File: src/rtc_cmos_pkg.sv
package rtc_cmos_pkg;

  localparam int STORE_DEPTH_DEF = 96;

  localparam int CFG_IDX_W  = 1;
  localparam int CFG_DATA_W = 24;

  localparam logic [CFG_IDX_W-1:0] CFG_MEM_LOW  = 1'd0;
  localparam logic [CFG_IDX_W-1:0] CFG_MEM_HIGH = 1'd1;

  localparam logic [1:0] FUNC_BUS  = 2'd0;
  localparam logic [1:0] FUNC_TICK = 2'd1;
  localparam logic [1:0] FUNC_TOD  = 2'd2;

  localparam logic PORT_INDEX = 1'b0;
  localparam logic PORT_DATA  = 1'b1;

  localparam logic [6:0] R_SEC    = 7'h00;
  localparam logic [6:0] R_MIN    = 7'h02;
  localparam logic [6:0] R_HOUR   = 7'h04;
  localparam logic [6:0] R_DOW    = 7'h06;
  localparam logic [6:0] R_DOM    = 7'h07;
  localparam logic [6:0] R_MON    = 7'h08;
  localparam logic [6:0] R_YEAR   = 7'h09;
  localparam logic [6:0] R_A      = 7'h0A;
  localparam logic [6:0] R_B      = 7'h0B;
  localparam logic [6:0] R_C      = 7'h0C;
  localparam logic [6:0] R_D      = 7'h0D;
  localparam logic [6:0] NV_FIRST = 7'h0E;
  localparam logic [6:0] NV_LAST  = 7'h40;
  localparam logic [6:0] R_CENT   = 7'h32;
  localparam logic [6:0] R_MLO0   = 7'h34;
  localparam logic [6:0] R_MLO1   = 7'h35;
  localparam logic [6:0] R_MHI0   = 7'h5B;
  localparam logic [6:0] R_MHI1   = 7'h5C;
  localparam logic [6:0] R_MHI2   = 7'h5D;

  localparam int NUM_FLOP_REGS = 14;

  localparam int BIT_PF  = 6;
  localparam int BIT_PIE = 6;
  localparam int BIT_VRT = 7;

  localparam logic [7:0] B_RESET = 8'h02;
  localparam logic [7:0] D_RESET = 8'h80;

  localparam logic [13:0] YEAR_MAX    = 14'd9999;
  localparam logic [12:0] RECIP_100   = 13'd5243;
  localparam int          RECIP_SHIFT = 19;

  typedef struct packed {
    logic [1:0]  func;
    logic        port_sel;
    logic        is_read;
    logic [7:0]  write_data;
    logic [5:0]  tod_second;
    logic [5:0]  tod_minute;
    logic [4:0]  tod_hour;
    logic [2:0]  tod_weekday;
    logic [4:0]  tod_day;
    logic [3:0]  tod_month;
    logic [13:0] tod_year;
  } rtc_item_t;

  typedef struct packed {
    logic exec;
    logic fetch_done;
    logic year_done;
  } rtc_cmd_t;

  typedef struct packed {
    logic needs_fetch;
    logic needs_year;
    logic out_busy;
  } rtc_stat_t;

  function automatic logic [7:0] bcd2(input logic [6:0] v);
    logic [3:0] tens;
    logic [6:0] tens7;
    logic [6:0] tens10;
    logic [6:0] ones;
    tens = 4'd0;
    for (int i = 1; i < 10; i++) begin
      if (v >= 7'(10 * i)) begin
        tens = 4'(i);
      end
    end
    tens7  = {3'b000, tens};
    tens10 = 7'((tens7 << 3) + (tens7 << 1));
    ones   = v - tens10;
    return {tens, ones[3:0]};
  endfunction

endpackage

File: src/rtc_cmos_in_if.sv
interface rtc_cmos_in_if;
  logic        valid;
  logic        ready;
  logic [1:0]  func;
  logic        port_sel;
  logic        is_read;
  logic [7:0]  write_data;
  logic [5:0]  tod_second;
  logic [5:0]  tod_minute;
  logic [4:0]  tod_hour;
  logic [2:0]  tod_weekday;
  logic [4:0]  tod_day;
  logic [3:0]  tod_month;
  logic [13:0] tod_year;

  modport source (
    output valid, func, port_sel, is_read, write_data, tod_second, tod_minute,
           tod_hour, tod_weekday, tod_day, tod_month, tod_year,
    input  ready
  );

  modport sink (
    input  valid, func, port_sel, is_read, write_data, tod_second, tod_minute,
           tod_hour, tod_weekday, tod_day, tod_month, tod_year,
    output ready
  );
endinterface

File: src/rtc_cmos_out_if.sv
interface rtc_cmos_out_if;
  logic       valid;
  logic       ready;
  logic [7:0] read_data;
  logic       periodic_irq;
  logic       write_ignored;

  modport source (
    output valid, read_data, periodic_irq, write_ignored,
    input  ready
  );

  modport sink (
    input  valid, read_data, periodic_irq, write_ignored,
    output ready
  );
endinterface

File: src/rtc_cmos_ctrl.sv
module rtc_cmos_ctrl import rtc_cmos_pkg::*; (
  input  logic      clk,
  input  logic      rst_n,
  input  logic      in_valid,
  output logic      in_ready,
  input  rtc_stat_t stat,
  output rtc_cmd_t  cmd
);

  typedef enum logic [2:0] {
    ST_IDLE  = 3'b001,
    ST_FETCH = 3'b010,
    ST_YEAR  = 3'b100
  } state_t;

  state_t state_r;
  state_t state_nxt;

  assign in_ready       = (state_r == ST_IDLE) && !stat.out_busy;
  assign cmd.exec       = in_valid && in_ready;
  assign cmd.fetch_done = (state_r == ST_FETCH);
  assign cmd.year_done  = (state_r == ST_YEAR);

  always_comb begin
    state_nxt = state_r;
    case (state_r)
      ST_IDLE: begin
        if (cmd.exec && stat.needs_fetch) begin
          state_nxt = ST_FETCH;
        end else if (cmd.exec && stat.needs_year) begin
          state_nxt = ST_YEAR;
        end
      end
      ST_FETCH: state_nxt = ST_IDLE;
      ST_YEAR:  state_nxt = ST_IDLE;
      default:  state_nxt = ST_IDLE;
    endcase
  end

  always_ff @(posedge clk) begin
    if (!rst_n) begin
      state_r <= ST_IDLE;
    end else begin
      state_r <= state_nxt;
    end
  end

endmodule

File: src/rtc_cmos_dp.sv
module rtc_cmos_dp import rtc_cmos_pkg::*; #(
  parameter int STORE_DEPTH = STORE_DEPTH_DEF
) (
  input  logic                  clk,
  input  logic                  rst_n,
  input  rtc_item_t             item,
  input  rtc_cmd_t              cmd,
  output rtc_stat_t             stat,
  input  logic                  cfg_we,
  input  logic [CFG_IDX_W-1:0]  cfg_index,
  input  logic [CFG_DATA_W-1:0] cfg_data,
  output logic                  out_valid,
  input  logic                  out_ready,
  output logic [7:0]            read_data,
  output logic                  periodic_irq,
  output logic                  write_ignored
);

  localparam int IDX_W = $clog2(STORE_DEPTH);

  logic [7:0]  regs_r [NUM_FLOP_REGS];
  logic [7:0]  cent_r;
  logic [7:0]  mlo0_r;
  logic [7:0]  mlo1_r;
  logic [7:0]  mhi0_r;
  logic [7:0]  mhi1_r;
  logic [7:0]  mhi2_r;
  logic [6:0]  index_r;
  logic [13:0] count_r;

  logic [7:0]             mem [STORE_DEPTH];
  logic [STORE_DEPTH-1:0] vld_r;
  logic [7:0]             memq_r;
  logic                   memv_r;

  logic [13:0] year_r;
  logic [6:0]  cq_r;

  logic       out_valid_r;
  logic [7:0] rdata_r;
  logic       irq_r;
  logic       ign_r;

  logic [6:0]       idx;
  logic [IDX_W-1:0] maddr;
  logic             is_bus;
  logic             is_tick;
  logic             is_tod;
  logic             data_wr;
  logic             data_rd;
  logic             in_nv;
  logic             in_mem;
  logic [7:0]       direct_rd;
  logic [7:0]       exec_rdata;
  logic             exec_ign;
  logic [3:0]       rs;
  logic [14:0]      period;
  logic [14:0]      cnt_inc;
  logic             fire;
  logic [13:0]      year_sat;
  logic [26:0]      year_prod;
  logic [13:0]      cq14;
  logic [13:0]      year_rem;
  logic [6:0]       idx_clamp;

  assign idx     = index_r;
  assign maddr   = idx[IDX_W-1:0];
  assign is_bus  = (item.func == FUNC_BUS);
  assign is_tick = (item.func == FUNC_TICK);
  assign is_tod  = (item.func == FUNC_TOD);
  assign data_wr = is_bus && (item.port_sel == PORT_DATA) && !item.is_read;
  assign data_rd = is_bus && (item.port_sel == PORT_DATA) && item.is_read;
  assign in_nv   = (idx >= NV_FIRST) && (idx <= NV_LAST);
  assign in_mem  = in_nv && (idx != R_CENT) && (idx != R_MLO0) && (idx != R_MLO1);

  assign stat.needs_fetch = data_rd && in_mem;
  assign stat.needs_year  = is_tod;
  assign stat.out_busy    = out_valid_r && !out_ready;

  always_comb begin
    direct_rd = 8'h00;
    if (idx <= R_D) begin
      direct_rd = regs_r[idx[3:0]];
    end else begin
      case (idx)
        R_CENT:  direct_rd = cent_r;
        R_MLO0:  direct_rd = mlo0_r;
        R_MLO1:  direct_rd = mlo1_r;
        R_MHI0:  direct_rd = mhi0_r;
        R_MHI1:  direct_rd = mhi1_r;
        R_MHI2:  direct_rd = mhi2_r;
        default: direct_rd = 8'h00;
      endcase
    end
  end

  always_comb begin
    exec_rdata = 8'h00;
    if (is_bus && item.is_read) begin
      if (item.port_sel == PORT_INDEX) begin
        exec_rdata = {1'b0, index_r};
      end else begin
        exec_rdata = direct_rd;
      end
    end
  end

  assign exec_ign = data_wr && (idx > R_YEAR) && !in_nv && (idx != R_A) && (idx != R_B);

  assign rs      = regs_r[R_A[3:0]][3:0];
  assign period  = 15'd1 << (rs - 4'd1);
  assign cnt_inc = {1'b0, count_r} + 15'd1;
  assign fire    = (rs != 4'd0) && (cnt_inc >= period);

  assign year_sat  = (item.tod_year > YEAR_MAX) ? YEAR_MAX : item.tod_year;
  assign year_prod = 27'(year_sat) * 27'(RECIP_100);
  assign cq14      = {7'b0000000, cq_r};
  assign year_rem  = year_r - 14'((cq14 << 6) + (cq14 << 5) + (cq14 << 2));

  assign idx_clamp = ({1'b0, item.write_data[6:0]} < 8'(STORE_DEPTH))
                     ? item.write_data[6:0] : R_D;

  always_ff @(posedge clk) begin
    if (!rst_n) begin
      for (int i = 0; i < NUM_FLOP_REGS; i++) begin
        if (i == int'(R_B)) begin
          regs_r[i] <= B_RESET;
        end else if (i == int'(R_D)) begin
          regs_r[i] <= D_RESET;
        end else begin
          regs_r[i] <= 8'h00;
        end
      end
      cent_r      <= 8'h00;
      mlo0_r      <= 8'h00;
      mlo1_r      <= 8'h00;
      mhi0_r      <= 8'h00;
      mhi1_r      <= 8'h00;
      mhi2_r      <= 8'h00;
      index_r     <= 7'd0;
      count_r     <= 14'd0;
      vld_r       <= '0;
      out_valid_r <= 1'b0;
    end else begin
      if (cfg_we) begin
        case (cfg_index)
          CFG_MEM_LOW: begin
            mlo0_r <= cfg_data[7:0];
            mlo1_r <= cfg_data[15:8];
          end
          CFG_MEM_HIGH: begin
            mhi0_r <= cfg_data[7:0];
            mhi1_r <= cfg_data[15:8];
            mhi2_r <= cfg_data[23:16];
          end
          default: begin
          end
        endcase
      end

      if (cmd.exec) begin
        if (is_bus) begin
          if (item.port_sel == PORT_INDEX) begin
            if (!item.is_read) begin
              index_r <= idx_clamp;
            end
          end else if (item.is_read) begin
            if (idx == R_C) begin
              regs_r[R_C[3:0]][BIT_PF] <= 1'b0;
            end
          end else if (idx <= R_YEAR) begin
            regs_r[idx[3:0]] <= item.write_data;
          end else if (in_nv) begin
            if (idx == R_CENT) begin
              cent_r <= item.write_data;
            end else if (idx == R_MLO0) begin
              mlo0_r <= item.write_data;
            end else if (idx == R_MLO1) begin
              mlo1_r <= item.write_data;
            end else begin
              vld_r[maddr] <= 1'b1;
            end
          end else if (idx == R_A) begin
            if ((regs_r[R_A[3:0]][3:0] ^ item.write_data[3:0]) != 4'd0) begin
              count_r <= 14'd0;
            end
            regs_r[R_A[3:0]] <= item.write_data;
          end else if (idx == R_B) begin
            regs_r[R_B[3:0]] <= item.write_data;
            if (item.write_data[BIT_PIE]) begin
              count_r <= 14'd0;
            end
          end
        end else if (is_tick) begin
          if (fire) begin
            count_r <= 14'd0;
            regs_r[R_C[3:0]][BIT_PF] <= 1'b1;
          end else if (rs != 4'd0) begin
            count_r <= cnt_inc[13:0];
          end
        end else if (is_tod) begin
          regs_r[R_SEC[3:0]]  <= bcd2({1'b0, item.tod_second});
          regs_r[R_MIN[3:0]]  <= bcd2({1'b0, item.tod_minute});
          regs_r[R_HOUR[3:0]] <= bcd2({2'b00, item.tod_hour});
          regs_r[R_DOW[3:0]]  <= bcd2(7'({4'b0000, item.tod_weekday} + 7'd1));
          regs_r[R_DOM[3:0]]  <= bcd2({2'b00, item.tod_day});
          regs_r[R_MON[3:0]]  <= bcd2(7'({3'b000, item.tod_month} + 7'd1));
          regs_r[R_D[3:0]][BIT_VRT] <= 1'b1;
        end
      end

      if (cmd.year_done) begin
        regs_r[R_YEAR[3:0]] <= bcd2(year_rem[6:0]);
        cent_r              <= bcd2(cq_r);
      end

      if ((cmd.exec && !stat.needs_fetch) || cmd.fetch_done) begin
        out_valid_r <= 1'b1;
      end else if (out_ready) begin
        out_valid_r <= 1'b0;
      end
    end
  end

  always_ff @(posedge clk) begin
    if (cmd.exec && data_wr && in_mem) begin
      mem[maddr] <= item.write_data;
    end
    memq_r <= mem[maddr];
    memv_r <= vld_r[maddr];
  end

  always_ff @(posedge clk) begin
    if (cmd.exec && is_tod) begin
      year_r <= year_sat;
      cq_r   <= year_prod[RECIP_SHIFT+6:RECIP_SHIFT];
    end
    if (cmd.exec && !stat.needs_fetch) begin
      rdata_r <= exec_rdata;
      irq_r   <= is_tick && fire && regs_r[R_B[3:0]][BIT_PIE];
      ign_r   <= exec_ign;
    end else if (cmd.fetch_done) begin
      rdata_r <= memv_r ? memq_r : 8'h00;
      irq_r   <= 1'b0;
      ign_r   <= 1'b0;
    end
  end

  assign out_valid     = out_valid_r;
  assign read_data     = rdata_r;
  assign periodic_irq  = irq_r;
  assign write_ignored = ign_r;

endmodule

File: src/rtc_cmos_register_device.sv
// Index/data port real-time clock with a register store of STORE_DEPTH bytes in the
// usual layout: time bytes, control registers A to D, then NVRAM. Each input item is a
// bus access, a base tick or a time-of-day load, and gives exactly one result. A
// data-port read of an NVRAM byte passes a fetch state, since the NVRAM read port is
// registered, and a time-of-day load passes a year state that splits the year into
// year and century bytes by a registered reciprocal multiply; no new item is taken in
// either state. Results sit in an output register, and a new item is taken once that
// register is empty or being emptied in the same cycle. NVRAM bytes carry a valid bit
// each, cleared at reset, so there is no clearing pass and the block is ready as soon
// as reset is released. Configuration writes load the memory-size bytes directly.
module rtc_cmos_register_device import rtc_cmos_pkg::*; #(
  parameter int STORE_DEPTH = STORE_DEPTH_DEF
) (
  input  logic                  clk,
  input  logic                  rst_n,
  rtc_cmos_in_if.sink           in_ch,
  rtc_cmos_out_if.source        out_ch,
  input  logic                  cfg_we,
  input  logic [CFG_IDX_W-1:0]  cfg_index,
  input  logic [CFG_DATA_W-1:0] cfg_data
);

  rtc_item_t item;
  rtc_cmd_t  cmd;
  rtc_stat_t stat;

  assign item.func        = in_ch.func;
  assign item.port_sel    = in_ch.port_sel;
  assign item.is_read     = in_ch.is_read;
  assign item.write_data  = in_ch.write_data;
  assign item.tod_second  = in_ch.tod_second;
  assign item.tod_minute  = in_ch.tod_minute;
  assign item.tod_hour    = in_ch.tod_hour;
  assign item.tod_weekday = in_ch.tod_weekday;
  assign item.tod_day     = in_ch.tod_day;
  assign item.tod_month   = in_ch.tod_month;
  assign item.tod_year    = in_ch.tod_year;

  rtc_cmos_ctrl u_ctrl (
    .clk      (clk),
    .rst_n    (rst_n),
    .in_valid (in_ch.valid),
    .in_ready (in_ch.ready),
    .stat     (stat),
    .cmd      (cmd)
  );

  rtc_cmos_dp #(
    .STORE_DEPTH (STORE_DEPTH)
  ) u_dp (
    .clk           (clk),
    .rst_n         (rst_n),
    .item          (item),
    .cmd           (cmd),
    .stat          (stat),
    .cfg_we        (cfg_we),
    .cfg_index     (cfg_index),
    .cfg_data      (cfg_data),
    .out_valid     (out_ch.valid),
    .out_ready     (out_ch.ready),
    .read_data     (out_ch.read_data),
    .periodic_irq  (out_ch.periodic_irq),
    .write_ignored (out_ch.write_ignored)
  );

endmodule

File: src/flat_wrapper.sv
// flat-port wrapper written by rule: the top's interface ports become plain ports
module rtc_cmos_register_device_flat import rtc_cmos_pkg::*;
#(
  parameter int STORE_DEPTH = STORE_DEPTH_DEF
)
  (clk, rst_n, cfg_we, cfg_index, cfg_data, in_ch_valid, in_ch_func, in_ch_port_sel, in_ch_is_read, in_ch_write_data, in_ch_tod_second, in_ch_tod_minute, in_ch_tod_hour, in_ch_tod_weekday, in_ch_tod_day, in_ch_tod_month, in_ch_tod_year, in_ch_ready, out_ch_valid, out_ch_read_data, out_ch_periodic_irq, out_ch_write_ignored, out_ch_ready);
  rtc_cmos_in_if in_ch_i ();
  rtc_cmos_out_if out_ch_i ();
  input  logic clk;
  input  logic rst_n;
  input  logic cfg_we;
  input  logic [CFG_IDX_W-1:0] cfg_index;
  input  logic [CFG_DATA_W-1:0] cfg_data;
  input wire logic [$bits(in_ch_i.valid)-1:0] in_ch_valid;
  input wire logic [$bits(in_ch_i.func)-1:0] in_ch_func;
  input wire logic [$bits(in_ch_i.port_sel)-1:0] in_ch_port_sel;
  input wire logic [$bits(in_ch_i.is_read)-1:0] in_ch_is_read;
  input wire logic [$bits(in_ch_i.write_data)-1:0] in_ch_write_data;
  input wire logic [$bits(in_ch_i.tod_second)-1:0] in_ch_tod_second;
  input wire logic [$bits(in_ch_i.tod_minute)-1:0] in_ch_tod_minute;
  input wire logic [$bits(in_ch_i.tod_hour)-1:0] in_ch_tod_hour;
  input wire logic [$bits(in_ch_i.tod_weekday)-1:0] in_ch_tod_weekday;
  input wire logic [$bits(in_ch_i.tod_day)-1:0] in_ch_tod_day;
  input wire logic [$bits(in_ch_i.tod_month)-1:0] in_ch_tod_month;
  input wire logic [$bits(in_ch_i.tod_year)-1:0] in_ch_tod_year;
  output wire logic [$bits(in_ch_i.ready)-1:0] in_ch_ready;
  output wire logic [$bits(out_ch_i.valid)-1:0] out_ch_valid;
  output wire logic [$bits(out_ch_i.read_data)-1:0] out_ch_read_data;
  output wire logic [$bits(out_ch_i.periodic_irq)-1:0] out_ch_periodic_irq;
  output wire logic [$bits(out_ch_i.write_ignored)-1:0] out_ch_write_ignored;
  input wire logic [$bits(out_ch_i.ready)-1:0] out_ch_ready;
  assign in_ch_i.valid = in_ch_valid;
  assign in_ch_i.func = in_ch_func;
  assign in_ch_i.port_sel = in_ch_port_sel;
  assign in_ch_i.is_read = in_ch_is_read;
  assign in_ch_i.write_data = in_ch_write_data;
  assign in_ch_i.tod_second = in_ch_tod_second;
  assign in_ch_i.tod_minute = in_ch_tod_minute;
  assign in_ch_i.tod_hour = in_ch_tod_hour;
  assign in_ch_i.tod_weekday = in_ch_tod_weekday;
  assign in_ch_i.tod_day = in_ch_tod_day;
  assign in_ch_i.tod_month = in_ch_tod_month;
  assign in_ch_i.tod_year = in_ch_tod_year;
  assign in_ch_ready = in_ch_i.ready;
  assign out_ch_valid = out_ch_i.valid;
  assign out_ch_read_data = out_ch_i.read_data;
  assign out_ch_periodic_irq = out_ch_i.periodic_irq;
  assign out_ch_write_ignored = out_ch_i.write_ignored;
  assign out_ch_i.ready = out_ch_ready;
  rtc_cmos_register_device #(.STORE_DEPTH(STORE_DEPTH)) u_core (.clk(clk), .rst_n(rst_n), .in_ch(in_ch_i), .out_ch(out_ch_i), .cfg_we(cfg_we), .cfg_index(cfg_index), .cfg_data(cfg_data));
endmodule
File: config.mk
export PLATFORM = sky130hd
export DESIGN_NAME = rtc_cmos_register_device_flat
export DESIGN_NICKNAME = d
export VERILOG_FILES = /design/src/rtc_cmos_pkg.sv /design/src/rtc_cmos_in_if.sv /design/src/rtc_cmos_out_if.sv /design/src/rtc_cmos_ctrl.sv /design/src/rtc_cmos_dp.sv /design/src/rtc_cmos_register_device.sv /design/src/flat_wrapper.sv
export SDC_FILE = /design/constraint.sdc
export NUM_CORES = 2
export LEC_CHECK = 0
export BUFFER_PORTS_ARGS = -buffer_cell sky130_fd_sc_hd__buf_2
export CAP_MARGIN = 20
export CORE_UTILIZATION = 37
export DETAILED_ROUTE_END_ITERATION = 16
export PLACE_DENSITY_LB_ADDON = 0.1
export SLEW_MARGIN = 20
export SYNTH_ARGS = -nofsm -noshare
export SYNTH_HDL_FRONTEND = slang
export SYNTH_HIERARCHICAL = 1
export SYNTH_SLANG_ARGS = --single-unit
File: constraint.sdc
create_clock -name clk -period 18.1 [get_ports clk]
set_input_delay 0.905 -clock clk [delete_from_list [all_inputs] [get_ports clk]]
set_output_delay 0.905 -clock clk [all_outputs]
set_load 0.1 [all_outputs]
=== Word-level counts from Yosys, hierarchy flattened ===
Memory sizes are Yosys's and may differ from the RTL's. A register that Yosys moved wholly into a read port is not among the register bits.
Cells that the tools add are included.

* Register bits after elaboration: 194
* Bits in latches: 0
* Memory bits (writable): 880
* ROM bits: 0
* Input bits: 85
* Output and inout port bits: 12
* Word-level logic and storage cells: 452
* Memories: 2

{| class="wikitable"
|+ Memories
! memory !! depth !! bits a word !! read ports !! clocked after Yosys merged registers in !! wr ports !! RTL line !! text
|-
| u_core.u_dp.mem || 96 || 8 || 1 || 1 || 1 || rtc_cmos_dp.sv:31 || <nowiki>logic [7:0] mem [STORE_DEPTH];</nowiki>
|-
| u_core.u_dp.regs_r || 14 || 8 || 3 || 1 || 14 || rtc_cmos_dp.sv:21 || <nowiki>logic [7:0] regs_r [NUM_FLOP_REGS];</nowiki>
|}

* $add $sub $neg: 23
* Multiply operators: 1
* Div/mod/pow operators: 0
* Order comparisons: 76
* Equal/unequal tests: 28
* Shift operators: 1
* Multiplexer cells: 229
* Bitwise logic cells: 22
* Reduce and logical (&&, ||, !) cells: 52

{| class="wikitable"
|+ Operators with widths
! cell !! number
|-
| 2-to-1 mux 4 bit || 95
|-
| 2-to-1 mux 8 bit || 45
|-
| 2-to-1 mux 14 bit || 13
|-
| bitwise OR 96 bit || 1
|-
| 2-to-1 mux 1 bit || 70
|-
| greater-or-equal comparator 5 x 7 -> 1 bit (second input constant) || 9
|-
| one-hot mux 8 bit (6 select lines) || 1
|-
| greater-or-equal comparator 6 x 7 -> 1 bit (second input constant) || 6
|-
| greater-or-equal comparator 7 x 6 -> 1 bit (second input constant) || 6
|-
| greater-or-equal comparator 7 bit (second input constant) || 6
|-
| greater-or-equal comparator 6 bit (second input constant) || 6
|-
| adder 4 bit || 8
|-
| subtractor 4 bit || 8
|-
| greater-or-equal comparator 5 bit (second input constant) || 6
|-
| greater-or-equal comparator 7 x 5 -> 1 bit (second input constant) || 4
|-
| multiplier 14 x 13 -> 26 bit (second input constant) || 1
|-
| logical AND 1 bit || 25
|-
| greater-or-equal comparator 6 x 5 -> 1 bit (second input constant) || 4
|-
| equality test 7 x 4 -> 1 bit (second input constant) || 3
|-
| equality test 7 x 6 -> 1 bit (second input constant) || 3
|-
| equality test 7 bit (second input constant) || 3
|-
| greater-or-equal comparator 4 x 7 -> 1 bit (second input constant) || 3
|-
| greater-or-equal comparator 7 x 4 -> 1 bit (second input constant) || 3
|-
| inequality test 7 x 6 -> 1 bit (second input constant) || 3
|-
| 51 further kinds || 100
|}

=== Depth between registers and ports, before layout ===
* Depth in word-level cells: 19
* Gate-level depth with buffers: 26

=== Modules after synthesis ===
The synthesis kept the hierarchy.

{| class="wikitable"
|+ By module, submodules not included
! module !! instances !! cells an instance !! area an instance (µm²) !! sequential area each (µm²)
|-
| rtc_cmos_dp || 1 || 3,051 || 49,284.8 || 31,179.9
|-
| rtc_cmos_ctrl || 1 || 11 || 138.9 || 60.1
|}

=== Worst setup path before layout ===
Ideal clock, no wire load.

* Path kind: input to register
* Start point: input in_ch_tod_year[6]
* End point: register u_core.u_dp.cq_r[6] (data pin)
* Arrival time: 6.497 ns
* Data required time: 17.839 ns
* Slack: 11.342 ns
* Stages: 22
* Buffers on the path: 3
* Cell sequence: clkbuf_1 > nor4_1 > nor2_1 > nor3_1 > nand2b_1 > clkbuf_1 > clkbuf_1 > nand2b_1 > ha_1 > fa_1 > fa_1 > inv_1 > fa_1 > fa_1 > inv_1 > ha_1 > a211o_1 > a2111oi_0 > nor3_1 > nor4_1 > nor4_1 > a311o_1

* Word-level cells in the longest chain between the ends: 3

{| class="wikitable"
|+ Ends and longest elaborated chain
! item !! RTL line !! text
|-
| start: declaration || flat_wrapper.sv:25 || <nowiki>input wire logic [$bits(in_ch_i.tod_year)-1:0] in_ch_tod_year;</nowiki>
|-
| > comparator 14 bit || rtc_cmos_dp.sv:115 || <nowiki>assign year_sat = (item.tod_year > YEAR_MAX) ? YEAR_MAX : item.tod_year;</nowiki>
|-
| 2-to-1 mux 14 bit (*) || rtc_cmos_dp.sv:115 ||
|-
| multiplier 14 x 13 -> 26 bit (*) || rtc_cmos_dp.sv:116 || <nowiki>assign year_prod = 27'(year_sat) * 27'(RECIP_100);</nowiki>
|-
| net u_core.u_dp.year_prod[25] || rtc_cmos_dp.sv:61 || <nowiki>logic [26:0] year_prod;</nowiki>
|-
| end signal: assignment || rtc_cmos_dp.sv:236 || <nowiki>cq_r <= year_prod[RECIP_SHIFT+6:RECIP_SHIFT];</nowiki>
|-
| end: declaration || rtc_cmos_dp.sv:37 || <nowiki>logic [6:0] cq_r;</nowiki>
|}

The timed path passes the listed nets; every way through them passes the cells marked *.
A chain may end at the register's enable or synchronous reset.

=== Worst setup path after layout ===
Same ends and word-level chain as after synthesis.

==> results by group <==
Cells and area
  • Final Util: 43.3%
  • Design area: 57100 um2
  • Fin cells: approximately 5400
  • Commonest cells after routing, fill and taps aside: 917 x edfxtp_1, 413 x conb_1, 319 x mux4_2
  • Commonest non-fill, non-tap cell in the layout: edfxtp_1
  • Ant diodes: 0
  • Share of layout cells above drive strength 1: a little under a fifth
  • Layout Nets: approximately 3800
  • Synth-to-Final Area Change: 15.6%

Die
  • Die Y: around 370 um
  • Die width: 367 um
  • Total core area: 132000 um2
  • Die area: 135000 um2
  • Initial Util: 37.5%
  • I/O pins: 97
  • Standard-cell row count: 133

GRT
  • First-pass GRT wire length: approximately 180 mm
  • GRT overflow: 0
  • Total GRT Usage: 18.2%
  • Initial antenna violation count: 7
  • Number of global-route vias before repair: 28900
  • Largest net degree at the start of global routing: 98

Setup path
  • CP delay by family, top: adder cells
  • Worst reg2reg startpoint: u_core/u_dp/idx[0]
  • WP buf/inv: 3
  • CP Launch Point: in_ch_tod_year[6]
  • Crit path max fanout: 29
  • Slowest CP cell: nand2b_1
  • CP endpoint: u_core/u_dp/cq_r[6]
  • CP Data Required Time: 18.56 ns
  • Crit. End Element: flip-flop
  • Crit path DAT: 7.69 ns
  • R2R setup slack: 12.73 ns
  • Worst r2r dst: u_core/u_dp/memq_r[5]
  • WP depth: 20
  • Worst path cell trace: buf_2 -> nor4_1 -> nor2_1 -> nor3_1 -> nand2b_1 -> nand2b_1 -> ha_1 -> fa_1 -> fa_1 -> inv_1 -> fa_1 -> fa_1 -> inv_1 -> ha_1 -> a211o_1 -> a2111oi_0 -> nor3_1 -> nor4_1 -> nor4_1 -> a311o_1
  • Most used cell, CP: fa_1
  • Register-to-Register Path Depth: 8
  • Worst setup SP type: input pin
  • Crit Path Class: input pin to flip-flop
  • Worst stage delay on the critical path: ~0.76 ns

Clock network
  • Cts repair resizes: 0
  • Root Buffer: clkbuf_16
  • Worst skew pair latency: 0.72 ns
  • Hold-fix buffers at CTS: 0
  • Worst-path clk slew: 0.06 ns
  • Depth of the CTS H-tree: 3
  • Clk buf depth: 3
  • CTS tree: built
  • CTS sink count: about 1100
  • Num CTS Buffers: 115
  • # Post-CTS Setup Buffers: 0

Routing
  • DRC: 0
  • Routed vias/inst: 5.10
  • Drt first pass iters: 8
  • 1st-iter DRT viols: 2261
  • Wirelength, routed: 122 mm
  • Routed WL per cell: 22.5 um
  • Final ANT Viol Nets: 0
  • Vias: 27600

Synth
  • Post-Syn Area: 49400 um2
  • Seq/Total Area, Yosys: 63.2%
  • Share of flip-flops with an asynchronous set or reset: 0%
  • Number of flops mapped to enable cells by yosys: 917
  • Most used DFF post-synth: edfxtp_1
  • Syn_area_per_cell: 16.1 um2
  • Cells after Synth: between 3000 and 4000
  • Synth cell types: 83
  • Yosys warnings: 6
  • FF+latch count, synth: 1102

STA
  • Final setup vio count: 0
  • Final setup TNS: 0 ns
  • Min cycle time layout: between 7 and 8 ns
  • Max frequency: 138 MHz
  • Final Slew Violations: 0
  • RSZ-0062 raised after global routing: no
  • Final-report hold violation count: 0
  • Layout Skew: 0.0250 ns
  • Part of the cycle the worst path needs: 39.9%
  • Final worst slack: 10.87 ns
  • Max-Slew Margin vs Limit: 25.7%
  • Tightest hold margin: 0.408 ns
  • Worst-Margin Slew: 1.11 ns

Status
  • Outcome: completed

Min path
  • Hold crit path type: input pin to flip-flop
  • Hold Path Cell Cnt: 2

Power
  • Pwr/cell area: ~110 nW/um2
  • Power after layout: 6.07 mW
  • Peak supply drop: around 0.08 mV
  • Leak: 20.2 nW

Placement
  • Post-Place Setup Slack: 10.15 ns
  • Post-Place Cells: ~5200
  • Area after DPL: ~53000 um2
  • DP HPWL: 80.3 mm
  • Global placer's final weighted congestion: approximately 0.84
  • Port bufs: 96

Run
  • Max_cap viols: 0
[flip-flops by register name (all words and copies together) (netlist names), 8 cells and up, named ones only]
signal	count
u_core/u_dp/mem	768
u_core/u_dp/mhi2_r	8
u_core/u_dp/memq_r	8
u_core/u_dp/cent_r	8
u_core/u_dp/read_data	8
u_core/u_dp/mhi1_r	8
u_core/u_dp/count_r	14
u_core/u_dp/mlo0_r	8
u_core/u_dp/vld_r	96
u_core/u_dp/regs_r	128
u_core/u_dp/mhi0_r	8
u_core/u_dp/mlo1_r	8
[where the power goes]
group          total, mW  switching, mW  leakage, nW  internal [mW]
clock               2.38          0.995         1.85           1.38
combinational      0.795          0.465         8.17          0.331
sequential          2.89         0.0369         10.2           2.86
[logic make-up (layout without fill, tap and decap cells)]
group                    count (synthesis)  in the layout  share of synthesized area [%]
AO/OA/AOI/OAI                          364            364                           4.88
flip-flops                            1102           1102                           63.2
other                                    1            413                        0.00759
buffers and inverters                  321            501                           2.68
XOR/XNOR                                81             81                           1.49
AND/OR/NAND/NOR                        630            630                           6.35
adder cells (fa/ha/maj)                209            209                           6.13
multiplexers                           354            354                           15.3
[worst min path at each step]
stage | startpoint | endpoint | slack, ns
2_1_floorplan | u_core/u_dp/regs_r[13][7] | u_core/u_dp/regs_r[13][7] | 0.41
3_3_place_gp | u_core/u_dp/regs_r[13][7] | u_core/u_dp/regs_r[13][7] | 0.43
3_5_place_dp | u_core/u_dp/vld_r[2] | u_core/u_dp/vld_r[2] | 0.44
4_1_cts | in_ch_valid | u_core/u_ctrl/state_r[0] | 0.34
5_1_grt | in_ch_valid | u_core/u_ctrl/state_r[0] | 0.40
6_report | in_ch_valid | u_core/u_ctrl/state_r[0] | 0.41
[layer usage]
metal | part of all wire, % | up-vias | track usage [%]
met5 | 0 | - | 0
met3 | 5.0 | 152 | 2.63
li1 | - | 12400 | -
met4 | 2.1 | 0 | 4.94
met1 | 46 | 14400 | 25.8
met2 | 47 | 651 | 29.4
[cell type report]
cell class / count / area (um2)
repair buffers: 142 / 852
clock inverters: 65 / 673
flip-flops and latches: 1102 / 31300
inverters: 143 / 537
well taps: 1755 / 2200
fillers: 11900 / 74800
clock buffers: 151 / 3160
multi-input cells: 2051 / 18400
[cell usage after synthesis (9+ instances only)]
cell type	count	area share (%)
o22ai_1	12	0.15
o21ai_0	81	0.82
nor2_1	159	1.2
edfxtp_1	917	56
nand3_1	32	0.32
nor3b_1	9	0.14
buf_6	9	0.21
o221ai_1	9	0.16
ha_1	154	3.9
clkbuf_1	118	0.90
mux4_2	319	15
and3_1	12	0.15
fa_1	55	2.2
o31ai_1	9	0.14
nor3_1	17	0.17
inv_1	141	1.1
xnor2_1	54	0.96
nand2_1	176	1.3
xor2_1	25	0.44
a211oi_1	26	0.39
buf_1	14	0.11
nor2b_1	21	0.27
and2_1	114	1.4
nand2b_1	20	0.25
nand4_1	15	0.19
a21o_1	10	0.15
a222oi_1	10	0.20
dfxtp_1	185	7.5
or3_1	16	0.20
o21a_1	53	0.81
a22o_1	13	0.23
a21oi_1	83	0.84
mux2i_1	30	0.61
buf_2	34	0.34
[worst reg2reg max path: stages (launching register included)]
cell	delay, ns
dfxtp_4	0.64
buf_4	0.84
buf_4	0.87
buf_4	0.84
mux4_2	0.67
mux4_2	0.52
mux4_2	0.51
nor2_1	0.10
a21oi_1	0.14
Note: power is estimated with default switching activity, not from simulation.
